## src/rtl/sws_pkg.sv

```systemverilog
// Shared types and constants for the sliding window statistics block.
// Used by sws_ctrl, sws_datapath and sliding_window_stats_top; no dependencies.
`default_nettype none

package sws_pkg;

    localparam int unsigned DEFAULT_DEPTH = 8;
    localparam int unsigned SAMPLE_W      = 16;

    // Result field widths
    localparam int unsigned FILL_FIELD_W = 4;
    localparam int unsigned SUM_FIELD_W  = 19;
    localparam int unsigned MEAN_FIELD_W = 24;
    localparam int unsigned MEAN_FRAC_W  = 8;

    localparam int unsigned IN_TDATA_W   = ((SAMPLE_W + 7) / 8) * 8;
    localparam int unsigned OUT_FIELDS_W = FILL_FIELD_W + SUM_FIELD_W + MEAN_FIELD_W
                                           + 2 * SAMPLE_W;
    localparam int unsigned OUT_TDATA_W  = ((OUT_FIELDS_W + 7) / 8) * 8;

    // Request kinds
    localparam logic REQ_PUSH    = 1'b0;
    localparam logic REQ_REWRITE = 1'b1;

    typedef struct packed {
        logic load;
        logic write;
        logic rd;
        logic div_load;
        logic div_step;
        logic publish;
    } sws_cmd_t;

    typedef struct packed {
        logic walk_last;
        logic div_last;
    } sws_status_t;

endpackage

`default_nettype wire

```

## src/rtl/sliding_window_stats_top.sv

```systemverilog
// Sliding window statistics: count, sum, mean, max and min over the last
// WINDOW_DEPTH samples.
//
// Requests enter on the s_ group: s_tdata carries the sample, s_tuser[0] the
// request kind (0 push, 1 rewrite of the most recent sample). Each request
// yields exactly one result on the m_ group, in request order.
// One request is in work at a time. After acceptance the sample is written
// to the ring memory, the ring is walked (one entry per cycle) to fold the
// window into sum, max and min, and then the bit-serial restoring divider
// for the mean (one quotient bit per cycle) runs before the result enters
// the output register. A new request is taken once the previous one has
// reached the output register, so one result may wait in m_tdata while the
// next is computed.
// If the receiver stalls with a result still waiting, the block holds the
// finished result internally and takes no further request until it moves.
// Reset clears position and fill count and empties the output register
// (the ring memory itself is not cleared); the block is ready out of reset.
// Depends on sws_pkg, sws_ctrl and sws_datapath.
`default_nettype none

module sliding_window_stats_top
#(
    parameter int unsigned WINDOW_DEPTH = sws_pkg::DEFAULT_DEPTH
)
(
    input  wire logic                               clk,
    input  wire logic                               rst_n,
    input  wire logic                               s_tvalid,
    output logic                                    s_tready,
    input  wire logic [sws_pkg::IN_TDATA_W-1:0]     s_tdata,   // [15:0] sample
    input  wire logic [0:0]                         s_tuser,   // [0] req_type
    output logic                                    m_tvalid,
    input  wire logic                               m_tready,
    // [3:0] fill_count, [22:4] window_sum, [46:23] window_mean,
    // [62:47] window_max, [78:63] window_min, rest zero
    output logic [sws_pkg::OUT_TDATA_W-1:0]         m_tdata
);
    import sws_pkg::*;

    sws_cmd_t    cmd;
    sws_status_t status;

    logic                    out_free;
    logic [FILL_FIELD_W-1:0] fill_count;
    logic [SUM_FIELD_W-1:0]  window_sum;
    logic [MEAN_FIELD_W-1:0] window_mean;
    logic [SAMPLE_W-1:0]     window_max;
    logic [SAMPLE_W-1:0]     window_min;

    logic                   m_tvalid_reg, m_tvalid_next;
    logic [OUT_TDATA_W-1:0] m_tdata_reg;

    assign out_free = !m_tvalid_reg || m_tready;

    sws_ctrl u_ctrl
    (
        .clk      (clk),
        .rst_n    (rst_n),
        .in_valid (s_tvalid),
        .out_free (out_free),
        .status   (status),
        .cmd      (cmd),
        .in_ready (s_tready)
    );

    sws_datapath #(
        .WINDOW_DEPTH (WINDOW_DEPTH)
    ) u_datapath
    (
        .clk         (clk),
        .rst_n       (rst_n),
        .cmd         (cmd),
        .in_req_type (s_tuser[0]),
        .in_sample   (s_tdata[SAMPLE_W-1:0]),
        .status      (status),
        .fill_count  (fill_count),
        .window_sum  (window_sum),
        .window_mean (window_mean),
        .window_max  (window_max),
        .window_min  (window_min)
    );

    always_comb
    begin
        m_tvalid_next = m_tvalid_reg;
        if (cmd.publish)
        begin
            m_tvalid_next = 1'b1;
        end
        else if (m_tready)
        begin
            m_tvalid_next = 1'b0;
        end
    end

    always_ff @(posedge clk or negedge rst_n)
    begin
        if (!rst_n)
        begin
            m_tvalid_reg <= 1'b0;
        end
        else
        begin
            m_tvalid_reg <= m_tvalid_next;
        end
    end

    always_ff @(posedge clk)
    begin
        if (cmd.publish)
        begin
            m_tdata_reg <= OUT_TDATA_W'({window_min, window_max, window_mean,
                                         window_sum, fill_count});
        end
    end

    assign m_tvalid = m_tvalid_reg;
    assign m_tdata  = m_tdata_reg;

endmodule

`default_nettype wire

```

## src/rtl/sws_ctrl.sv

```systemverilog
// Controller for the sliding window statistics block: sequences write, walk,
// divide and hand-off. Depends on sws_pkg.
`default_nettype none

module sws_ctrl
(
    input  wire logic                clk,
    input  wire logic                rst_n,
    input  wire logic                in_valid,
    input  wire logic                out_free,
    input  wire sws_pkg::sws_status_t status,
    output sws_pkg::sws_cmd_t        cmd,
    output logic                     in_ready
);
    import sws_pkg::*;

    typedef enum logic [2:0] {
        ST_IDLE,
        ST_WRITE,
        ST_WALK,
        ST_DRAIN,
        ST_DIV_LOAD,
        ST_DIVIDE,
        ST_DONE
    } state_t;

    state_t state_reg;
    state_t state_next;

    always_comb
    begin
        state_next = state_reg;
        cmd        = '0;
        in_ready   = 1'b0;
        case (state_reg)
            ST_IDLE:
            begin
                in_ready = 1'b1;
                if (in_valid)
                begin
                    cmd.load   = 1'b1;
                    state_next = ST_WRITE;
                end
            end
            ST_WRITE:
            begin
                cmd.write  = 1'b1;
                state_next = ST_WALK;
            end
            ST_WALK:
            begin
                cmd.rd = 1'b1;
                if (status.walk_last)
                begin
                    state_next = ST_DRAIN;
                end
            end
            ST_DRAIN:
            begin
                // last read data is folded in at this edge
                state_next = ST_DIV_LOAD;
            end
            ST_DIV_LOAD:
            begin
                cmd.div_load = 1'b1;
                state_next   = ST_DIVIDE;
            end
            ST_DIVIDE:
            begin
                cmd.div_step = 1'b1;
                if (status.div_last)
                begin
                    state_next = ST_DONE;
                end
            end
            ST_DONE:
            begin
                if (out_free)
                begin
                    cmd.publish = 1'b1;
                    state_next  = ST_IDLE;
                end
            end
            default:
            begin
                state_next = ST_IDLE;
            end
        endcase
    end

    always_ff @(posedge clk or negedge rst_n)
    begin
        if (!rst_n)
        begin
            state_reg <= ST_IDLE;
        end
        else
        begin
            state_reg <= state_next;
        end
    end

endmodule

`default_nettype wire

```

## src/rtl/sws_datapath.sv

```systemverilog
// Datapath for the sliding window statistics block: sample ring memory,
// position and fill count, accumulators and a restoring divider. Depends on sws_pkg.
`default_nettype none

module sws_datapath
#(
    parameter int unsigned WINDOW_DEPTH = sws_pkg::DEFAULT_DEPTH
)
(
    input  wire logic                               clk,
    input  wire logic                               rst_n,
    input  wire sws_pkg::sws_cmd_t                  cmd,
    input  wire logic                               in_req_type,
    input  wire logic [sws_pkg::SAMPLE_W-1:0]       in_sample,
    output sws_pkg::sws_status_t                    status,
    output logic [sws_pkg::FILL_FIELD_W-1:0]        fill_count,
    output logic [sws_pkg::SUM_FIELD_W-1:0]         window_sum,
    output logic [sws_pkg::MEAN_FIELD_W-1:0]        window_mean,
    output logic [sws_pkg::SAMPLE_W-1:0]            window_max,
    output logic [sws_pkg::SAMPLE_W-1:0]            window_min
);
    import sws_pkg::*;

    localparam int CNT_W     = $clog2(WINDOW_DEPTH + 1);
    localparam int PTR_W     = (WINDOW_DEPTH > 1) ? $clog2(WINDOW_DEPTH) : 1;
    localparam int WLK_W     = CNT_W + 1;
    localparam int SUM_RAW_W = SAMPLE_W + CNT_W;
    localparam int SUM_W     = (SUM_RAW_W > SUM_FIELD_W) ? SUM_RAW_W : SUM_FIELD_W;
    localparam int CNT_X_W   = (CNT_W > FILL_FIELD_W) ? CNT_W : FILL_FIELD_W;
    localparam int DVD_W     = SUM_W + MEAN_FRAC_W;
    localparam int STEP_W    = $clog2(DVD_W);

    localparam logic [PTR_W-1:0] LAST_POS = PTR_W'(WINDOW_DEPTH - 1);
    localparam logic [CNT_W-1:0] FULL_CNT = CNT_W'(WINDOW_DEPTH);

    logic [SAMPLE_W-1:0] ring_mem [WINDOW_DEPTH];

    logic                req_reg;
    logic [SAMPLE_W-1:0] sample_reg;

    logic [PTR_W-1:0]    wp_reg,          wp_next;
    logic [CNT_W-1:0]    filled_reg,      filled_next;
    logic                slot0_valid_reg, slot0_valid_next;
    logic [PTR_W-1:0]    walk_idx_reg,    walk_idx_next;
    logic                rd_valid_reg;
    logic                rd_zero_reg;
    logic [SAMPLE_W-1:0] rd_data_reg;
    logic                acc_first_reg,   acc_first_next;
    logic [SUM_W-1:0]    sum_reg,         sum_next;
    logic [SAMPLE_W-1:0] max_reg,         max_next;
    logic [SAMPLE_W-1:0] min_reg,         min_next;
    logic [DVD_W-1:0]    q_reg,           q_next;
    logic [CNT_W-1:0]    rem_reg,         rem_next;
    logic [STEP_W-1:0]   step_reg,        step_next;

    logic [PTR_W-1:0]    last_slot;
    logic [PTR_W-1:0]    wr_slot;
    logic [CNT_W-1:0]    walk_count;
    logic [SAMPLE_W-1:0] rd_sample;
    logic [CNT_W:0]      trial;
    logic [CNT_W:0]      diff;
    logic                div_ge;
    logic [CNT_X_W-1:0]  cnt_ext;

    always_comb
    begin
        if (wp_reg != '0)
        begin
            last_slot = wp_reg - 1'b1;
        end
        else if (filled_reg != '0)
        begin
            last_slot = PTR_W'(filled_reg - 1'b1);
        end
        else
        begin
            last_slot = '0;
        end
        wr_slot = (req_reg == REQ_PUSH) ? wp_reg : last_slot;
    end

    // Empty ring still reads slot 0 once for max and min
    assign walk_count       = (filled_reg == '0) ? CNT_W'(1) : filled_reg;
    assign status.walk_last = (WLK_W'(walk_idx_reg) + WLK_W'(1)) == WLK_W'(walk_count);
    assign status.div_last  = (step_reg == '0);

    assign rd_sample = rd_zero_reg ? '0 : rd_data_reg;

    assign trial  = {rem_reg, q_reg[DVD_W-1]};
    assign diff   = trial - {1'b0, filled_reg};
    assign div_ge = (trial >= {1'b0, filled_reg});

    always_comb
    begin
        wp_next          = wp_reg;
        filled_next      = filled_reg;
        slot0_valid_next = slot0_valid_reg;
        walk_idx_next    = walk_idx_reg;
        acc_first_next   = acc_first_reg;
        sum_next         = sum_reg;
        max_next         = max_reg;
        min_next         = min_reg;
        q_next           = q_reg;
        rem_next         = rem_reg;
        step_next        = step_reg;

        if (cmd.write)
        begin
            if (req_reg == REQ_PUSH)
            begin
                wp_next = (wp_reg == LAST_POS) ? '0 : wp_reg + 1'b1;
                if (filled_reg != FULL_CNT)
                begin
                    filled_next = filled_reg + 1'b1;
                end
            end
            if (wr_slot == '0)
            begin
                slot0_valid_next = 1'b1;
            end
            walk_idx_next  = '0;
            acc_first_next = 1'b1;
        end

        if (cmd.rd)
        begin
            walk_idx_next = walk_idx_reg + 1'b1;
        end

        if (rd_valid_reg)
        begin
            acc_first_next = 1'b0;
            if (acc_first_reg)
            begin
                sum_next = (filled_reg != '0) ? SUM_W'(rd_sample) : '0;
                max_next = rd_sample;
                min_next = rd_sample;
            end
            else
            begin
                sum_next = sum_reg + SUM_W'(rd_sample);
                if (rd_sample > max_reg)
                begin
                    max_next = rd_sample;
                end
                if (rd_sample < min_reg)
                begin
                    min_next = rd_sample;
                end
            end
        end

        if (cmd.div_load)
        begin
            q_next    = {sum_reg, {MEAN_FRAC_W{1'b0}}};
            rem_next  = '0;
            step_next = STEP_W'(DVD_W - 1);
        end
        else if (cmd.div_step)
        begin
            q_next    = {q_reg[DVD_W-2:0], div_ge};
            rem_next  = div_ge ? diff[CNT_W-1:0] : trial[CNT_W-1:0];
            step_next = step_reg - 1'b1;
        end
    end

    always_ff @(posedge clk or negedge rst_n)
    begin
        if (!rst_n)
        begin
            wp_reg          <= '0;
            filled_reg      <= '0;
            slot0_valid_reg <= 1'b0;
            walk_idx_reg    <= '0;
            rd_valid_reg    <= 1'b0;
            acc_first_reg   <= 1'b0;
            step_reg        <= '0;
        end
        else
        begin
            wp_reg          <= wp_next;
            filled_reg      <= filled_next;
            slot0_valid_reg <= slot0_valid_next;
            walk_idx_reg    <= walk_idx_next;
            rd_valid_reg    <= cmd.rd;
            acc_first_reg   <= acc_first_next;
            step_reg        <= step_next;
        end
    end

    always_ff @(posedge clk)
    begin
        if (cmd.load)
        begin
            req_reg    <= in_req_type;
            sample_reg <= in_sample;
        end
        if (cmd.rd)
        begin
            // slot 0 reads as zero until first written
            rd_zero_reg <= (walk_idx_reg == '0) && !slot0_valid_reg;
        end
        sum_reg <= sum_next;
        max_reg <= max_next;
        min_reg <= min_next;
        q_reg   <= q_next;
        rem_reg <= rem_next;
    end

    always_ff @(posedge clk)
    begin
        if (cmd.write)
        begin
            ring_mem[wr_slot] <= sample_reg;
        end
        if (cmd.rd)
        begin
            rd_data_reg <= ring_mem[walk_idx_reg];
        end
    end

    assign cnt_ext     = CNT_X_W'(filled_reg);
    assign fill_count  = cnt_ext[FILL_FIELD_W-1:0];
    assign window_sum  = sum_reg[SUM_FIELD_W-1:0];
    assign window_mean = (filled_reg == '0) ? '0 : q_reg[MEAN_FIELD_W-1:0];
    assign window_max  = max_reg;
    assign window_min  = min_reg;

endmodule

`default_nettype wire
```

## config.mk

```make
export PLATFORM = sky130hd
export DESIGN_NAME = sliding_window_stats_top
export DESIGN_NICKNAME = d
export VERILOG_FILES = /design/src/rtl/sws_pkg.sv /design/src/rtl/sliding_window_stats_top.sv /design/src/rtl/sws_ctrl.sv /design/src/rtl/sws_datapath.sv
export SDC_FILE = /design/constraint.sdc
export NUM_CORES = 1
export LEC_CHECK = 0
export BUFFER_PORTS_ARGS = -buffer_cell sky130_fd_sc_hd__buf_2
export CAP_MARGIN = 5
export CORE_MARGIN = 3
export CORE_UTILIZATION = 47
export CTS_CLUSTER_SIZE = 30
export DETAILED_ROUTE_END_ITERATION = 7
export PLACE_DENSITY = 0.75
export REMOVE_ABC_BUFFERS = 1
export SLEW_MARGIN = 20
export SYNTH_ARGS = -nofsm -noshare
export SYNTH_HDL_FRONTEND = slang
export SYNTH_SLANG_ARGS = --single-unit
```

## constraint.sdc

```tcl
create_clock -name clk -period 3.9 [get_ports clk]
set_clock_uncertainty 0.2 [all_clocks]
set_input_delay 0.39 -clock clk [delete_from_list [all_inputs] [get_ports clk]]
set_output_delay 0.39 -clock clk [all_outputs]
set_load 0.02 [all_outputs]
```

==> impl_metrics.tcl <==
set metrics [dict create \
    ios 103 \
    synth-simple-area-share 0.08431 \
    worstSetupStartpointType "flop" \
    fin_crit_ps 3140 \
    grt_use_total 0.1710 \
    ir_drop_uv 409.2 \
    r2r_end "u_datapath.sum_reg[15]" \
    rsz0062_at_grt "false" \
    fp.dieH_um 183.6 \
    initial_core_util 0.4809 \
    final_nets 1211 \
    p_leak_nw 6.383 \
    die_w_um 183.6 \
    diodes 0 \
    htree_levels 2 \
    p_seq_frac 0.444 \
    drive_gt1_frac 0.2233 \
    async_flop_share 0.06340 \
    arrival_ps 3200 \
    core_um2 30830 \
    drtPass1Iterations 5 \
    place_inst 1470 \
    cts_sinks 347 \
    path_max_fanout 10 \
    ys.warnings.count 0 \
    drtAntennaViolNets 0 \
    synth_top_family_by_area "simple AND/OR/NAND/NOR gates" \
    yosysTopAreaCell "edfxtp_1" \
    muxShareOfSynthArea 0.07781 \
    slew_viol_final 0 \
    fin_cells 1556 \
    hp-class "input pin to flop" \
    tightest_slew_ps 985.7 \
    status "completed" \
    gp_congestion 0.8782 \
    worst_ep_required_time_ps 3960 \
    cap_violations 0 \
    routed_via_density 5.370 \
    netSwitchingPower_mw 4.254 \
    swShare 0.3288 \
    largest_reg_flops 128 \
    drt_iter0_markers 556 \
    min_from "s_tvalid" \
    synth.avg_cell_area_um2 15.04 \
    p_clk_frac 0.261 \
    setup_violations 0 \
    relSlewSlack 0.3428 \
    cts_tree "yes" \
    max_freq_mhz 318.5 \
    clock_path_buffers 3 \
    clkTransAtPathRegs_ps 60 \
    met3RoutedLength_um 1386 \
    synth_seq_area_share 0.6873 \
    synth_edf_count 313 \
    yosysMostFrequentCell "edfxtp_1" \
    hold_depth 5 \
    yosysTopAreaCellShare 0.6340 \
    synth-compound-area-share 0.05899 \
    synthFlopType "edfxtp_1" \
    rows 64 \
    dr.max_layer_used "met4" \
    r2r_slack_ps 760 \
    hpwl_um 19160 \
    hold_end "u_ctrl.state_reg[0]" \
    clk_latency_ps 520 \
    synthXorXnorAreaFrac 0.01477 \
    routed_wl_um 28660 \
    grt_start_max_net_pins 48 \
    synthesis.area_um2 14830 \
    cts_resized 0 \
    vias 8355 \
    synthAdderAreaFrac 0.05081 \
    met2_length_um 14200 \
    p_int_mw 8.683 \
    cts-root-buf "clkbuf_16" \
    synthTopCellsByCount "edfxtp_1 (313), nor2_1 (64), nand2_1 (62)" \
    ff2ff_path_depth 10 \
    hold_violations 0 \
    drc 0 \
    io_buffers 101 \
    p_comb_frac 0.295 \
    power.density_nw_per_um2 748.3 \
    grt_pass1_vias 8380 \
    utilization 0.5608 \
    synth_area_leaders "edfxtp_1 (63%), mux4_2 (4.9%), ha_1 (4.8%)" \
    finalCritPeriodShare 0.8050 \
    antenna_found_initial 0 \
    fin_setup_tns_ps 0 \
    wl_per_cell_um 18.42 \
    grt_overflow 0 \
    synth.distinct_cells 75 \
    grt_first_pass_wirelength_um 45310 \
    ys_seq_elements 347 \
    die_area_um2 33710 \
    met1_length_um 12400 \
    crit_type "flop to flop" \
    area_delta_synth_final_pct 16.61 \
    rr_startpoint "u_datapath.rd_zero_reg" \
    cts_buffers 37 \
    synth_cells 986 \
    critPathCaptureType "flop" \
]
## what timing repair did
item                       CTS  global route
setup endpoints to repair    0             0
buffers inserted             0             0
hold buffers                19             0
hold endpoints to repair    40             0
## worst max path at each step
stage,start,to,slack [ps],depth (start not counted)
6_report,u_datapath.rd_zero_reg,u_datapath.sum_reg[15],760,10
3_5_place_dp,u_datapath.rd_zero_reg,u_datapath.sum_reg[12],770,11
3_3_place_gp,u_datapath.rd_zero_reg,u_datapath.sum_reg[15],810,10
4_1_cts,u_datapath.rd_zero_reg,u_datapath.sum_reg[18],750,9
2_1_floorplan,u_ctrl.state_reg[0],m_tdata[0],100,2
5_1_grt,u_datapath.rd_zero_reg,u_datapath.sum_reg[12],540,11
## power by group through the flow
stage          Sequential, mW  Clock [mW]  Combinational (mW)
3_5_place_dp             5.83           0                3.80
6_report                 5.75        3.38                3.81
3_3_place_gp             5.79           0                3.71
4_1_cts                  5.76        3.45                3.85
5_1_grt                  5.85        3.60                4.24
2_1_floorplan            5.87           0                2.52
## stage by stage
stage | total power [mW] | hold WS (ps) | instance area (um2) | worst slack (ps)
global placement | 9.499 | 200.2 | 15920 | 807.7
floorplan | 8.382 | -105.6 | 14650 | 104.3
CTS | 13.06 | 78.68 | 17290 | 752.9
global route | 13.69 | 124.2 | 17290 | 537.7
finish | 12.94 | 86.67 | 17290 | 760.4
detailed placement | 9.635 | 203.0 | 15920 | 767.8
## layout by cell type (no fill, tap or decap), drive strengths merged, types with 4 or more instances in the layout
cell / instances
xnor2: 13
dfxtp: 12
and3: 4
ha: 57
and2: 26
nor2: 64
nand3: 28
dlygate4sd3: 19
o21ai: 50
xor2: 12
a31oi: 10
inv: 59
buf: 130
nand2: 62
mux4: 32
o32ai: 5
edfxtp: 313
clkbuf: 45
dfrtp: 22
nor2b: 19
clkinv: 13
mux2: 18
nand2b: 15
nor3: 6
a21oi: 35
mux2i: 23
nand4: 9
## logic make-up (layout without fill, tap and decap cells)
group / Yosys count / count (layout)
mux: 73 / 73
flops: 347 / 347
fa+ha+maj: 60 / 60
simple gates: 250 / 250
other cells: 1 / 1
compound gates: 133 / 133
xor+xnor: 25 / 25
buf+inv: 97 / 271
## critical path, cell delays in order (launching register included)
cell and delay [ps]:
edfxtp_1 520, nor2b_1 80, buf_4 160, ha_1 380, and4_1 250, and2_1 170
a221o_1 330, a221oi_2 380, o221ai_2 160, xnor2_1 160, o21ai_1 70
## routing by layer
| metal | GRT usage | vias up |
|---|---|---|
| met5 | 0 | - |
| met4 | 0.05302 | 0 |
| met3 | 0.02790 | 50 |
| met2 | 0.2955 | 227 |
| met1 | 0.2235 | 4094 |
| li1 | - | 3984 |
## cell type report
cell class	count	area, um2
Fill cell	2396	13540
Sequential cell	347	10190
Multi-Input combinational cell	542	4277
Clock buffer	45	998.5
Timing Repair Buffer	149	938.4
Tap cell	396	495.5
Inverter	55	209.0
Clock inverter	22	178.9
No activity file was read; power rests on OpenSTA's default activity.
